[config.mk]
export PLATFORM = sky130hd
export DESIGN_NAME = lpht_front
export DESIGN_NICKNAME = d
export VERILOG_FILES = /design/src/sv/lpht_pkg.sv /design/src/sv/lpht_front.sv
export SDC_FILE = /design/constraint.sdc
export NUM_CORES = 1
export LEC_CHECK = 0
export BUFFER_PORTS_ARGS = -buffer_cell sky130_fd_sc_hd__clkbuf_2
export CAP_MARGIN = 40
export CORE_MARGIN = 3
export CORE_UTILIZATION = 32
export DETAILED_ROUTE_END_ITERATION = 16
export PLACE_DENSITY = 0.61
export REMOVE_ABC_BUFFERS = 1
export SLEW_MARGIN = 10
export SYNTH_ARGS = -nofsm -noshare
export SYNTH_HDL_FRONTEND = slang
export SYNTH_SLANG_ARGS = --single-unit
[constraint.sdc]
create_clock -name clk -period 19.2 [get_ports clk]
set_clock_uncertainty 0.15 [all_clocks]
set_input_delay 1.92 -clock clk [delete_from_list [all_inputs] [get_ports clk]]
set_output_delay 1.92 -clock clk [all_outputs]
set_load 0.03 [all_outputs]
[src/sv/lpht_pkg.sv]
package lpht_pkg;
  localparam int SLOTS = 1024;
  localparam int SLOT_BITS = $clog2(SLOTS);
  localparam int KEY_BITS = 64;
  localparam int VALUE_BITS = 64;
  localparam int COUNT_BITS = SLOT_BITS + 1;
  localparam int LOAD_DIVISOR = 3;
  // Smallest entry count at which count + count / LOAD_DIVISOR reaches SLOTS.
  localparam int LOAD_LIMIT = (LOAD_DIVISOR * SLOTS + LOAD_DIVISOR) / (LOAD_DIVISOR + 1);

  localparam logic [2:0] ST_GET_HIT = 3'd0;
  localparam logic [2:0] ST_GET_MISS = 3'd1;
  localparam logic [2:0] ST_SET_INSERTED = 3'd2;
  localparam logic [2:0] ST_SET_REPLACED = 3'd3;
  localparam logic [2:0] ST_SET_FULL = 3'd4;

  typedef struct packed {
    logic mode;
    logic [63:0] key;
    logic [63:0] key_hash;
    logic [63:0] value;
  } in_item_t;

  typedef struct packed {
    logic [2:0] status;
    logic [63:0] read_value;
    logic slot_valid;
    logic [9:0] slot;
  } out_item_t;

  typedef struct packed {
    logic mode;
    logic [KEY_BITS-1:0] key;
    logic [63:0] key_hash;
    logic [VALUE_BITS-1:0] value;
  } req_t;
endpackage

[src/sv/lpht_front.sv]
module lpht_front (
  input  logic clk,
  input  logic rst_n,
  input  logic in_push,
  output logic in_full,
  input  lpht_pkg::in_item_t in_data,
  output logic req_valid,
  input  logic req_take,
  output lpht_pkg::req_t req_data
);
  lpht_pkg::req_t q_r [2];
  logic [1:0] cnt_r;
  logic wp_r, rp_r;
  lpht_pkg::req_t r;
  logic push_ok, pop_ok;

  assign in_full = cnt_r == 2'd2;
  assign push_ok = in_push && !in_full;
  assign pop_ok = req_take && req_valid;
  assign req_valid = cnt_r != 2'd0;
  assign req_data = q_r[rp_r];

  always_comb begin
    r.mode = in_data.mode;
    r.key = in_data.key[lpht_pkg::KEY_BITS-1:0];
    r.key_hash = in_data.key_hash;
    r.value = in_data.value[lpht_pkg::VALUE_BITS-1:0];
  end

  always_ff @(posedge clk) begin
    if (push_ok) q_r[wp_r] <= r;
    if (!rst_n) begin
      cnt_r <= '0;
      wp_r <= 1'b0;
      rp_r <= 1'b0;
    end else begin
      if (push_ok) wp_r <= !wp_r;
      if (pop_ok) rp_r <= !rp_r;
      cnt_r <= cnt_r + {1'b0, push_ok} - {1'b0, pop_ok};
    end
  end
endmodule

Word level (Yosys, flattened, before mapping)
Memories as Yosys holds them, arrays and structs flattened. A register that Yosys moved wholly into a read port is not among the register bits. Index checks and enable logic that the tools add are counted.

Register bits: 4. Bits in writable memories: 386. Bits of input ports: 197. Output and inout port bits: 195. Memories kept: 1.

$add $sub $neg: 2. Eq/ne operators: 1. Muxes and demuxes: 4. Reduce and logical (&&, ||, !) cells: 6.

Memories: q_r (words 2, width 193, read ports 1, clocked after Yosys merged registers in 1, wr ports 1, RTL line lpht_front.sv:11) `lpht_pkg::req_t q_r [2];`.

Operators by type and width (count): 2-to-1 mux 1 bit (4); logical NOT 1 bit (3); adder 2 x 1 -> 2 bit (1); == test 2 bit, second input constant (1); logical AND 1 bit (2); nonzero test 2 bit (1); subtractor 2 x 1 -> 2 bit (1).

Logic depth before layout (Yosys ltp)
Gate-level depths: netlist (run 1).

Depth after elaboration: 5. Gate-level depth with buffers: 8. Depth with buffers taken out: 8.

Worst setup path before layout (run 1)
Ideal clock, no wire load.

Kind: input to register. From: input in_push. To: memory q_r[0][0] (netlist bit), enable pin. Setup time: 0.749 ns. Data arrival time: 10.016 ns. Required time: 18.301 ns. Setup slack: 8.285 ns. Cell stages on the path: 2. Path buffers: 0. Path through: nand2_1 > nor2_1.

Cells in the longest elaborated chain, start to end: 3.

RTL lines: from (decl) (RTL line lpht_front.sv:4) `input logic in_push,`; logical AND 1 bit (RTL line lpht_front.sv:18) `assign push_ok = in_push && !in_full;`; 2-to-1 mux 1 bit (RTL line lpht_front.sv:31) `if (push_ok) q_r[wp_r] <= r;`; 2-to-1 mux 1 bit (not written as such) (RTL line lpht_front.sv:31); to (decl) (RTL line lpht_front.sv:11).

No other way between the ends.

==> qor.csv, run 1 <==
stage,metric,value,unit
critical_path,CP max-delay cell,dfxtp_4,
yosys,#FFs+latches synth,391,
clocking,CTS root buffer,clkbuf_16,
grt,first-pass GRT wire length,45100,um
sta,RSZ-0062 raised after global routing,false,
placement,I/O Buffers,391,
cells_and_area,share of cells above drive strength 1,60.6,%
critical_path,R2R setup slack,16.47,ns
sta,Worst-Margin Slew,0.772,ns
route,Vias,7274,
grt,GR Util All Layers,12.5,%
pwr,Leakage,6.80,nW
yosys,Yosys cell types,18,
critical_path,"Max FO, Critical Path",52,
route,wire length on met2,14900,um
route,DRT antenna net count,0,
floorplanning,io pins,392,
route,# DRC,0,
clocking,clock latency on the worst-skew pair,0.54,ns
clocking,clk slew on worst S/H paths,0.05,ns
yosys,register area share after synthesis,82.2,%
floorplanning,Site Rows,76,
yosys,post-synthesis area per instance,22.7,um2
critical_path,Worst path depth,5,
pwr,pwr dens,142,mW/mm2
clocking,Post-CTS Hold Buffers,0,
critical_path,"Largest delay share family, worst path",buffers and inverters,
critical_path,Crit Path Category,reg -> out,
grt,grt ovf,0,
sta,max-slew violation count,0,
route,post-route met1 wirelength,12000,um
clocking,Post-CTS Setup Repair Bufs,0,
status,status,"complete, no violations",
floorplanning,core area,0.0435,mm2
min_path,Tightest Hold Check Type,reg -> reg,
critical_path,worst r2r src,cnt_r[0],
grt,number of global-route vias before repair,7742,
placement,HPWL after DPL,21000,um
critical_path,CP max stage delay,0.63,ns
clocking,H-tree levels,2,
floorplanning,total die area,0.0470,mm2
clocking,Sinks on Clock Net,391,
cells_and_area,Nets,1253,
grt,initial antenna violation count,2,
grt,pin count of the biggest net entering global routing,53,
yosys,Ys Warns,0,
run,# Max-Cap Violations,0,
min_path,HP Start,rp_r,
cells_and_area,Area Growth Syn to Fin,28.5,%
route,DR vias/cell,4.36,
sta,final worst path period share,24.7,%
floorplanning,Initial Utilization,32.7,%
clocking,CTS Buf Count,42,
sta,final number of setup-violating endpoints,0,
critical_path,Buf/Inv on CP,4,
floorplanning,Die W,217,um
critical_path,CP endpoint kind,primary output,
sta,FMAX,0.211,GHz
route,First DRT Iteration DRCs,353,
min_path,hold path cells,2,
pwr,Tot Pwr,2.60,mW
critical_path,worst-path cell chain,buf_12 -> buf_4 -> buf_16 -> mux2_2 -> clkbuf_2,
floorplanning,Die Span Y,217,um
yosys,Mapped Cells,625,
critical_path,CP required,17.13,ns
route,final WL,30300,um
sta,Sum Neg Setup Slack,0,ns
sta,Final Hold Viols,0,
sta,Tmin final,4.74,ns
critical_path,Worst Reg-to-Reg Cells,5,
placement,routability congestion estimate,0.743,
clocking,CTS resizes,0,
route,wire length per cell,18.2,um
pwr,Peak VDD IR,0.0000715,V
critical_path,CP startpoint kind,flop,
route,top layer in use,met5,
critical_path,worst r2r dst,q_r[0][51],
sta,Rel. slew slack,48.6,%
critical_path,Worst EP arrival,2.67,ns
yosys,cell area after synthesis,0.0142,mm2
route,DRT Pass-1 Iters,7,
clocking,Max clock buf depth,3,
clocking,CTS tree,yes,
route,met3 wire len,2440,um
## layer usage
metal	GRT usage (%)	vias to the layer above
li1	-	3362
met1	15.1	3586
met2	20.8	263
met3	4.62	61
met4	4.49	2
met5	0	-
## registers in the layout (all words and copies together) (netlist names), named ones only
signal and count:
q_r 386, rp_r 1, cnt_r 2, wp_r 1
## worst reg2reg max path: stages (launching register included)
cell and delay, ns:
dfxtp_1 0.37, nand2b_1 0.18, nand2_1 0.16, nor2_4 0.56, buf_16 0.24, buf_4 0.62
## power breakdown
| part | leakage, nW | internal (mW) | switching [mW] |
|---|---|---|---|
| registers | 3.65 | 1.07 | 0.0317 |
| clock network | 0.632 | 0.457 | 0.307 |
| logic | 2.52 | 0.250 | 0.484 |
| total | 6.80 | 1.78 | 0.823 |
## stage by stage
stage | instances | hold slack [ns] | util, % | setup slack [ns] | instance area [um2]
after floorplan | 604 | 0.305 | - | 8.29 | 14000
after global placement | 1587 | 0.355 | 38.6 | 14.56 | 16800
after detailed placement | 1595 | 0.381 | 39.0 | 14.96 | 17000
after CTS | 1668 | 0.393 | 42.0 | 14.39 | 18300
after global routing | 1669 | 0.436 | 42.0 | 14.30 | 18300
final | 1669 | 0.387 | 42.0 | 14.46 | 18300
## cells in the mapped netlist
cell type | instances | area share, %
o21a_1 | 1 | 0.053
xnor2_1 | 3 | 0.18
nand2b_1 | 2 | 0.088
and2_1 | 2 | 0.088
ha_1 | 2 | 0.18
dfxtp_1 | 5 | 0.70
nor2_1 | 1 | 0.026
or2_2 | 1 | 0.044
mux2_2 | 193 | 15
mux2i_1 | 1 | 0.070
edfxtp_1 | 386 | 82
nand2_1 | 2 | 0.053
buf_4 | 2 | 0.11
buf_6 | 17 | 1.3
inv_1 | 2 | 0.053
and3_1 | 1 | 0.044
buf_2 | 2 | 0.070
nor2b_1 | 2 | 0.088
## area by class of cell
| type | count | area [um2] |
|---|---|---|
| flip-flops and latches | 391 | 11700 |
| repair buffers | 406 | 2210 |
| multi-input cells | 211 | 2320 |
| clock buffers | 60 | 1190 |
| fillers | 3956 | 25200 |
| well taps | 585 | 732 |
| clock inverters | 13 | 114 |
| diodes | 1 | 2.50 |
| inverters | 2 | 7.51 |
## worst max path at each step
| stage | from | endpoint | slack, ns |
|---|---|---|---|
| floorplan | in_push | q_r[0][0] | 8.29 |
| global placement | flop | req_data[115] | 14.56 |
| global route | flop | req_data[189] | 14.30 |
| detailed placement | in_push | q_r[0][51] | 14.96 |
| CTS | flop | req_data[189] | 14.39 |
| finish | flop | req_data[189] | 14.46 |
## layout by cell type, fill, tap and decap left out, types with 3 or more instances in the layout
cell type  netlist  routed
buf_12           0       3
buf_16           0       5
buf_4            2       7
clkbuf_1         0      14
clkbuf_16        0      45
clkbuf_2         0     391
clkinv_1         0       6
clkinv_2         0       3
dfxtp_1          5       4
edfxtp_1       386     386
mux2_2         193     193
xnor2_1          3       3
## cell families (layout without fill, tap and decap cells)
group	after synthesis	after routing	share of synthesized area (%)
AOI/OAI and AO/OA	1	1	0.0528
xor gates and xnor gates	3	3	0.185
adders and majority gates	2	2	0.176
buffers and inverters	23	481	1.58
DFF	391	391	82.2
muxes	194	194	15.4
other	0	1	0
and+or+nand+nor	11	11	0.431
Note: power is estimated with default switching activity, not from simulation.
==> run 2, diff against run 1 <==
Clock period 19.2 ns to 4.7 ns, I/O delays scaled along.
==> run 2 against run 1 <==
Compared with the run above: combinational power rose to 4.2 times the previous value; hold slack worse by 0.32 ns; sequential share of layout area down 5.8 points; largest power group unchanged; total power rose to 4.1 times the previous value.
==> qor.csv, run 2 (synthesis gave the netlist of run 1 again) <==
stage,metric,value,unit,change
status,status,"complete, no violations",,
sta,max-slew violation count,0,,unchanged
sta,final worst path period share,65.4,%,
sta,Hold WS,0.0671,ns,-0.320 ns
clocking,Max clock buf depth,3,,unchanged
route,First DRT Iteration DRCs,338,,-4.2%
route,DRT Pass-1 Iters,6,,-1
sta,Rel. slew slack,44.0,%,-4.5 points
floorplanning,core area,0.0435,mm2,unchanged
grt,initial antenna violation count,3,,+1
sta,Sum Neg Setup Slack,0,ns,unchanged
cells_and_area,share of cells above drive strength 1,51.7,%,-8.9 points
pwr,pwr dens,532,mW/mm2,+270%
cells_and_area,register cell area after layout,0.0117,mm2,unchanged
route,wire length per cell,17.0,um,-6.6%
cells_and_area,Top Registers,"q_r x386, cnt_r x2",,
cells_and_area,"commonest cells after routing, fill and taps aside","391 x clkbuf_2, 386 x edfxtp_1, 193 x mux2_2, 193 x dlygate4sd3_1, 43 x clkbuf_16",,
cells_and_area,Area Growth Syn to Fin,41.3,%,
clocking,Sinks on Clock Net,391,,unchanged
critical_path,worst-path cell chain,buf_4 -> mux2_2 -> clkbuf_2,,
critical_path,Crit Path Category,reg -> out,,
clocking,clock latency on the worst-skew pair,0.54,ns,about the same
sta,Worst-Margin Slew,0.840,ns,+0.0679 ns
sta,Tmin final,3.07,ns,
route,met3 wire len,2320,um,-5.0%
sta,RSZ-0062 raised after global routing,false,,
critical_path,CP startpoint kind,flop,,
route,wire length on met2,16200,um,+8.4%
grt,pin count of the biggest net entering global routing,113,,+110%
route,post-route met1 wirelength,12200,um,+1.9%
run,# Max-Cap Violations,0,,unchanged
floorplanning,total die area,0.0470,mm2,unchanged
critical_path,Worst path depth,3,,-2
sta,Final Hold Viols,0,,unchanged
route,final WL,31600,um,+4.1%
critical_path,CP required,4.08,ns,-13.05 ns
cells_and_area,"most common cell after layout, fill and taps aside",clkbuf_2,,
route,Vias,7967,,+9.5%
grt,number of global-route vias before repair,8635,,+12%
sta,final number of setup-violating endpoints,0,,unchanged
min_path,hold path cells,2,,unchanged
critical_path,CP max-delay cell,dfxtp_4,,
floorplanning,Die Span Y,217,um,unchanged
pwr,Leakage,7.57,nW,+11%
floorplanning,Initial Utilization,32.7,%,unchanged
placement,HPWL after DPL,19900,um,-5.3%
critical_path,"Max FO, Critical Path",52,,unchanged
clocking,clk slew on worst S/H paths,0.05,ns,about the same
critical_path,CP endpoint kind,primary output,,
clocking,CTS root buffer,clkbuf_16,,
cells_and_area,Largest register FFs,386,,unchanged
critical_path,"Largest delay share family, worst path",flip-flops,,
clocking,CTS resizes,0,,unchanged
cells_and_area,Biggest register,q_r,,
critical_path,Worst EP arrival,2.45,ns,-0.22 ns
critical_path,Buf/Inv on CP,2,,-2
cells_and_area,Multi-input gate area,0.00232,mm2,unchanged
route,# DRC,0,,unchanged
placement,I/O Buffers,391,,unchanged
critical_path,Worst Reg-to-Reg Cells,4,,-1
pwr,Peak VDD IR,0.000310,V,+330%
cells_and_area,Layout fillers,3735,,-5.6%
grt,grt ovf,0,,unchanged
clocking,CTS tree,yes,,
placement,routability congestion estimate,0.755,,+1.6%
route,DRT antenna net count,0,,unchanged
grt,first-pass GRT wire length,48400,um,+7.3%
route,top layer in use,met5,,
grt,GR Util All Layers,13.1,%,+0.61 points
cells_and_area,Nets,1442,,+15%
clocking,CTS Buf Count,43,,+2.4%
floorplanning,Site Rows,76,,unchanged
min_path,Tightest Hold Check Type,in -> reg,,
sta,FMAX,0.325,GHz,
route,DR vias/cell,4.28,,-1.7%
critical_path,CP max stage delay,0.88,ns,+0.25 ns
clocking,H-tree levels,2,,unchanged
floorplanning,Die W,217,um,unchanged
floorplanning,io pins,392,,unchanged
run 2: cell count changes in the layout (fill, tap and decap cells not counted):
cell	change
buf_12	+4
buf_16	-5
buf_4	-4
clkbuf_1	-5
clkbuf_16	-2
clkinv_2	+8
clkinvlp_4	-1
diode_2	+1
dlygate4sd3_1	+193
inv_6	+2
run 2: repair_timing:
item	CTS	global route
hold buffers	193	0
setup buffers	0	0
hold endpoints to repair	386	0
run 2: final cells by class:
type | instances | area share (%)
Multi-Input combinational cell | 211 | 11.5
Clock inverter | 22 | 0.816
Antenna cell | 2 | 0.0249
Sequential cell | 391 | 58.2
Tap cell | 585 | 3.64
Clock buffer | 53 | 5.59
Timing Repair Buffer | 594 | 20.2
Inverter | 2 | 0.0374
run 2: layer usage:
layer / up-vias / global-route usage, %
met4: 4 / 4.97
met3: 63 / 3.99
met2: 263 / 22.9
met1: 3906 / 15.3
li1: 3731 / -
met5: - / 0
run 2: worst paths after layout:
check,from,to,slack [ns]
hold reg to reg,wp_r,wp_r,0.37
setup / recovery,flop,req_data[105],1.63
hold / removal,rst_n,cnt_r[1],0.07
setup reg to reg,cnt_r[0],q_r[1][44],2.42
run 2: power breakdown:
part	total, mW	internal (mW)	leakage (nW)	switching, mW
sequential	4.54	4.38	3.65	0.162
combinational	3.07	1.09	3.28	1.97
clock	3.09	1.80	0.642	1.28
total	10.7	7.28	7.57	3.42
run 2: stage by stage:
step | setup WS [ns] | area (um2) | util (%) | instances | power, mW
2_1_floorplan | -4.78 | 14000 | - | 604 | 6.83
3_3_place_gp | 2.12 | 16800 | 38.8 | 1589 | 7.56
3_5_place_dp | 2.12 | 16900 | 38.8 | 1590 | 7.59
4_1_cts | 1.50 | 20100 | 46.2 | 1858 | 10.9
5_1_grt | 1.46 | 20100 | 46.2 | 1859 | 11.2
6_report | 1.63 | 20100 | 46.2 | 1860 | 10.7
==> run 3, diff against run 2 <==
Settings changed: PLACE_DENSITY 0.61 to 0.63.
Clock period 4.7 ns to 2.6 ns, I/O delays scaled along.
==> run 3 against run 2 <==
Compared with the run above: clock power increased by 86%; non-clock buffer count increased by 14; largest cell class unchanged; critical endpoint is now req_data[68]; final area increased by 0.99%.
==> qor.csv, run 3 (synthesis gave the netlist of run 1 again) <==
stage,metric,value,unit,change
critical_path,Crit Path Category,reg -> out,,
floorplanning,Die W,217,um,unchanged
route,DRT Pass-1 Iters,4,,-2
placement,routability congestion estimate,0.763,,+1.0%
cells_and_area,share of cells above drive strength 1,52.1,%,+0.37 points
pwr,Peak VDD IR,0.000687,V,+120%
grt,pin count of the biggest net entering global routing,100,,-12%
sta,final worst path period share,94.7,%,
floorplanning,total die area,0.0470,mm2,unchanged
critical_path,"Max FO, Critical Path",35,,-33%
critical_path,CP max stage delay,0.49,ns,-0.39 ns
floorplanning,io pins,392,,unchanged
route,DR vias/cell,4.34,,+1.4%
critical_path,Buf/Inv on CP,3,,+1
placement,Post-Place Worst Slack,0.686,ns,-1.43 ns
cells_and_area,"commonest cells after routing, fill and taps aside","391 x clkbuf_2, 386 x edfxtp_1, 195 x dlygate4sd3_1",,
route,First DRT Iteration DRCs,474,,+40%
critical_path,"Largest delay share family, worst path",buffers and inverters,,
status,status,"complete, no violations",,
sta,Hold WS,0.0671,ns,-0.0000549 ns
sta,max-slew violation count,0,,unchanged
cells_and_area,Final Util,46.7,%,+0.46 points
critical_path,"most used cell, CP",buf_12,,
min_path,Tightest Hold Check Type,in -> reg,,
critical_path,CP required,2.19,ns,-1.89 ns
clocking,clk slew on worst S/H paths,0.06,ns,about the same
grt,M3 GR Usage,4.34,%,+0.35 points
sta,final number of setup-violating endpoints,0,,unchanged
floorplanning,Initial Utilization,32.7,%,unchanged
sta,setup ws final,0.139,ns,-1.49 ns
placement,HPWL after DPL,21100,um,+6.1%
route,Vias,8128,,+2.0%
clocking,H-tree levels,2,,unchanged
route,final WL,32700,um,+3.7%
critical_path,Worst EP arrival,2.05,ns,-0.40 ns
grt,GRT met2 Usage,24.1,%,+1.2 points
cells_and_area,Biggest register,q_r,,
cells_and_area,Nets,1454,,+0.83%
sta,Final Hold Viols,0,,unchanged
sta,RSZ-0062 raised after global routing,false,,
grt,GR Util All Layers,13.7,%,+0.54 points
sta,Sum Neg Setup Slack,0,ns,unchanged
clocking,CTS Buf Count,41,,-4.7%
floorplanning,Die Span Y,217,um,unchanged
clocking,Post-CTS Setup Repair Bufs,0,,unchanged
clocking,Max clock buf depth,3,,unchanged
grt,met1 Usage GRT,15.6,%,+0.32 points
floorplanning,core area,0.0435,mm2,unchanged
grt,first-pass GRT wire length,50500,um,+4.3%
grt,initial antenna violation count,2,,-1
pwr,pwr dens,968,mW/mm2,+82%
sta,FMAX,0.406,GHz,
sta,Tmin final,2.46,ns,
critical_path,worst-path cell chain,buf_12 -> buf_12 -> mux2_2 -> clkbuf_2,,
clocking,CTS root buffer,clkbuf_16,,
clocking,CTS tree,yes,,
critical_path,CP endpoint kind,primary output,,
sta,Rel. slew slack,57.3,%,+13 points
clocking,Sinks on Clock Net,391,,unchanged
sta,Worst-Margin Slew,0.640,ns,-0.200 ns
critical_path,CP startpoint kind,flop,,
grt,number of global-route vias before repair,9015,,+4.4%
clocking,clock latency on the worst-skew pair,0.53,ns,about the same
grt,most used routing layer,met2,,
clocking,Post-CTS Hold Buffers,195,,+1.0%
pwr,Tot Pwr,19.6,mW,+84%
cells_and_area,Top Registers,"q_r x386, cnt_r x2",,
critical_path,CP max-delay cell,dfxtp_4,,
route,wire length per cell,17.5,um,+3.1%
clocking,CTS resizes,0,,unchanged
cells_and_area,"most common cell after layout, fill and taps aside",clkbuf_2,,
cells_and_area,Largest register FFs,386,,unchanged
floorplanning,Site Rows,76,,unchanged
route,DRT antenna net count,0,,unchanged
run,# Max-Cap Violations,0,,unchanged
cells_and_area,Area Growth Syn to Fin,42.7,%,
route,# DRC,0,,unchanged
placement,I/O Buffers,391,,unchanged
pwr,Leakage,7.66,nW,+1.1%
grt,grt ovf,0,,unchanged
-- run 3: changes by cell type in the layout (fill, tap and decap cells not counted), moves of 3 or more --
cell,delta
buf_12,+4
buf_4,+8
bufinv_16,+3
clkinv_2,-5
clkinvlp_4,+3
-- run 3: worst register-to-register path: stages (launching register included) --
cell      delay (ns)
dfxtp_1         0.36
nand2b_1        0.16
nand2_1         0.14
nor2_4          0.17
buf_12          0.43
-- run 3: layout make-up --
| cell class | count | area (um2) |
|---|---|---|
| Clock inverter | 20 | 235 |
| Fill cell | 3683 | 23200 |
| Antenna cell | 2 | 5.00 |
| Multi-Input combinational cell | 211 | 2320 |
| Sequential cell | 391 | 11700 |
| Clock buffer | 53 | 1090 |
| Inverter | 2 | 7.51 |
| Timing Repair Buffer | 608 | 4210 |
| Tap cell | 585 | 732 |
-- run 3: power by group --
group	leakage [nW]	switching, mW	internal, mW
clock	0.641	2.28	3.46
combinational	3.37	3.70	2.07
sequential	3.65	0.217	7.92
total	7.66	6.20	13.4
-- run 3: layer usage --
layer,vias to the layer above,share of wire (%)
li1,3769,-
met1,3997,38
met2,292,52
met3,70,6.8
met4,0,3.3
met5,-,0
-- run 3: path summary, 6_finish.rpt --
check / start / to / depth (start not counted) / slack [ns]
worst min register to register: wp_r / wp_r / 2 / 0.40
worst max register to register: cnt_r[0] / q_r[0][160] / 4 / 0.68
worst min-delay path: req_take / rp_r / 4 / 0.07
worst max-delay path: flop / req_data[68] / 4 / 0.14
-- run 3: per-stage QoR --
step	instances	area (um2)
after CTS	1870	20300
after floorplan	604	14000
final	1872	20300
after detailed placement	1602	17000
after global routing	1872	20300
after global placement	1602	17000
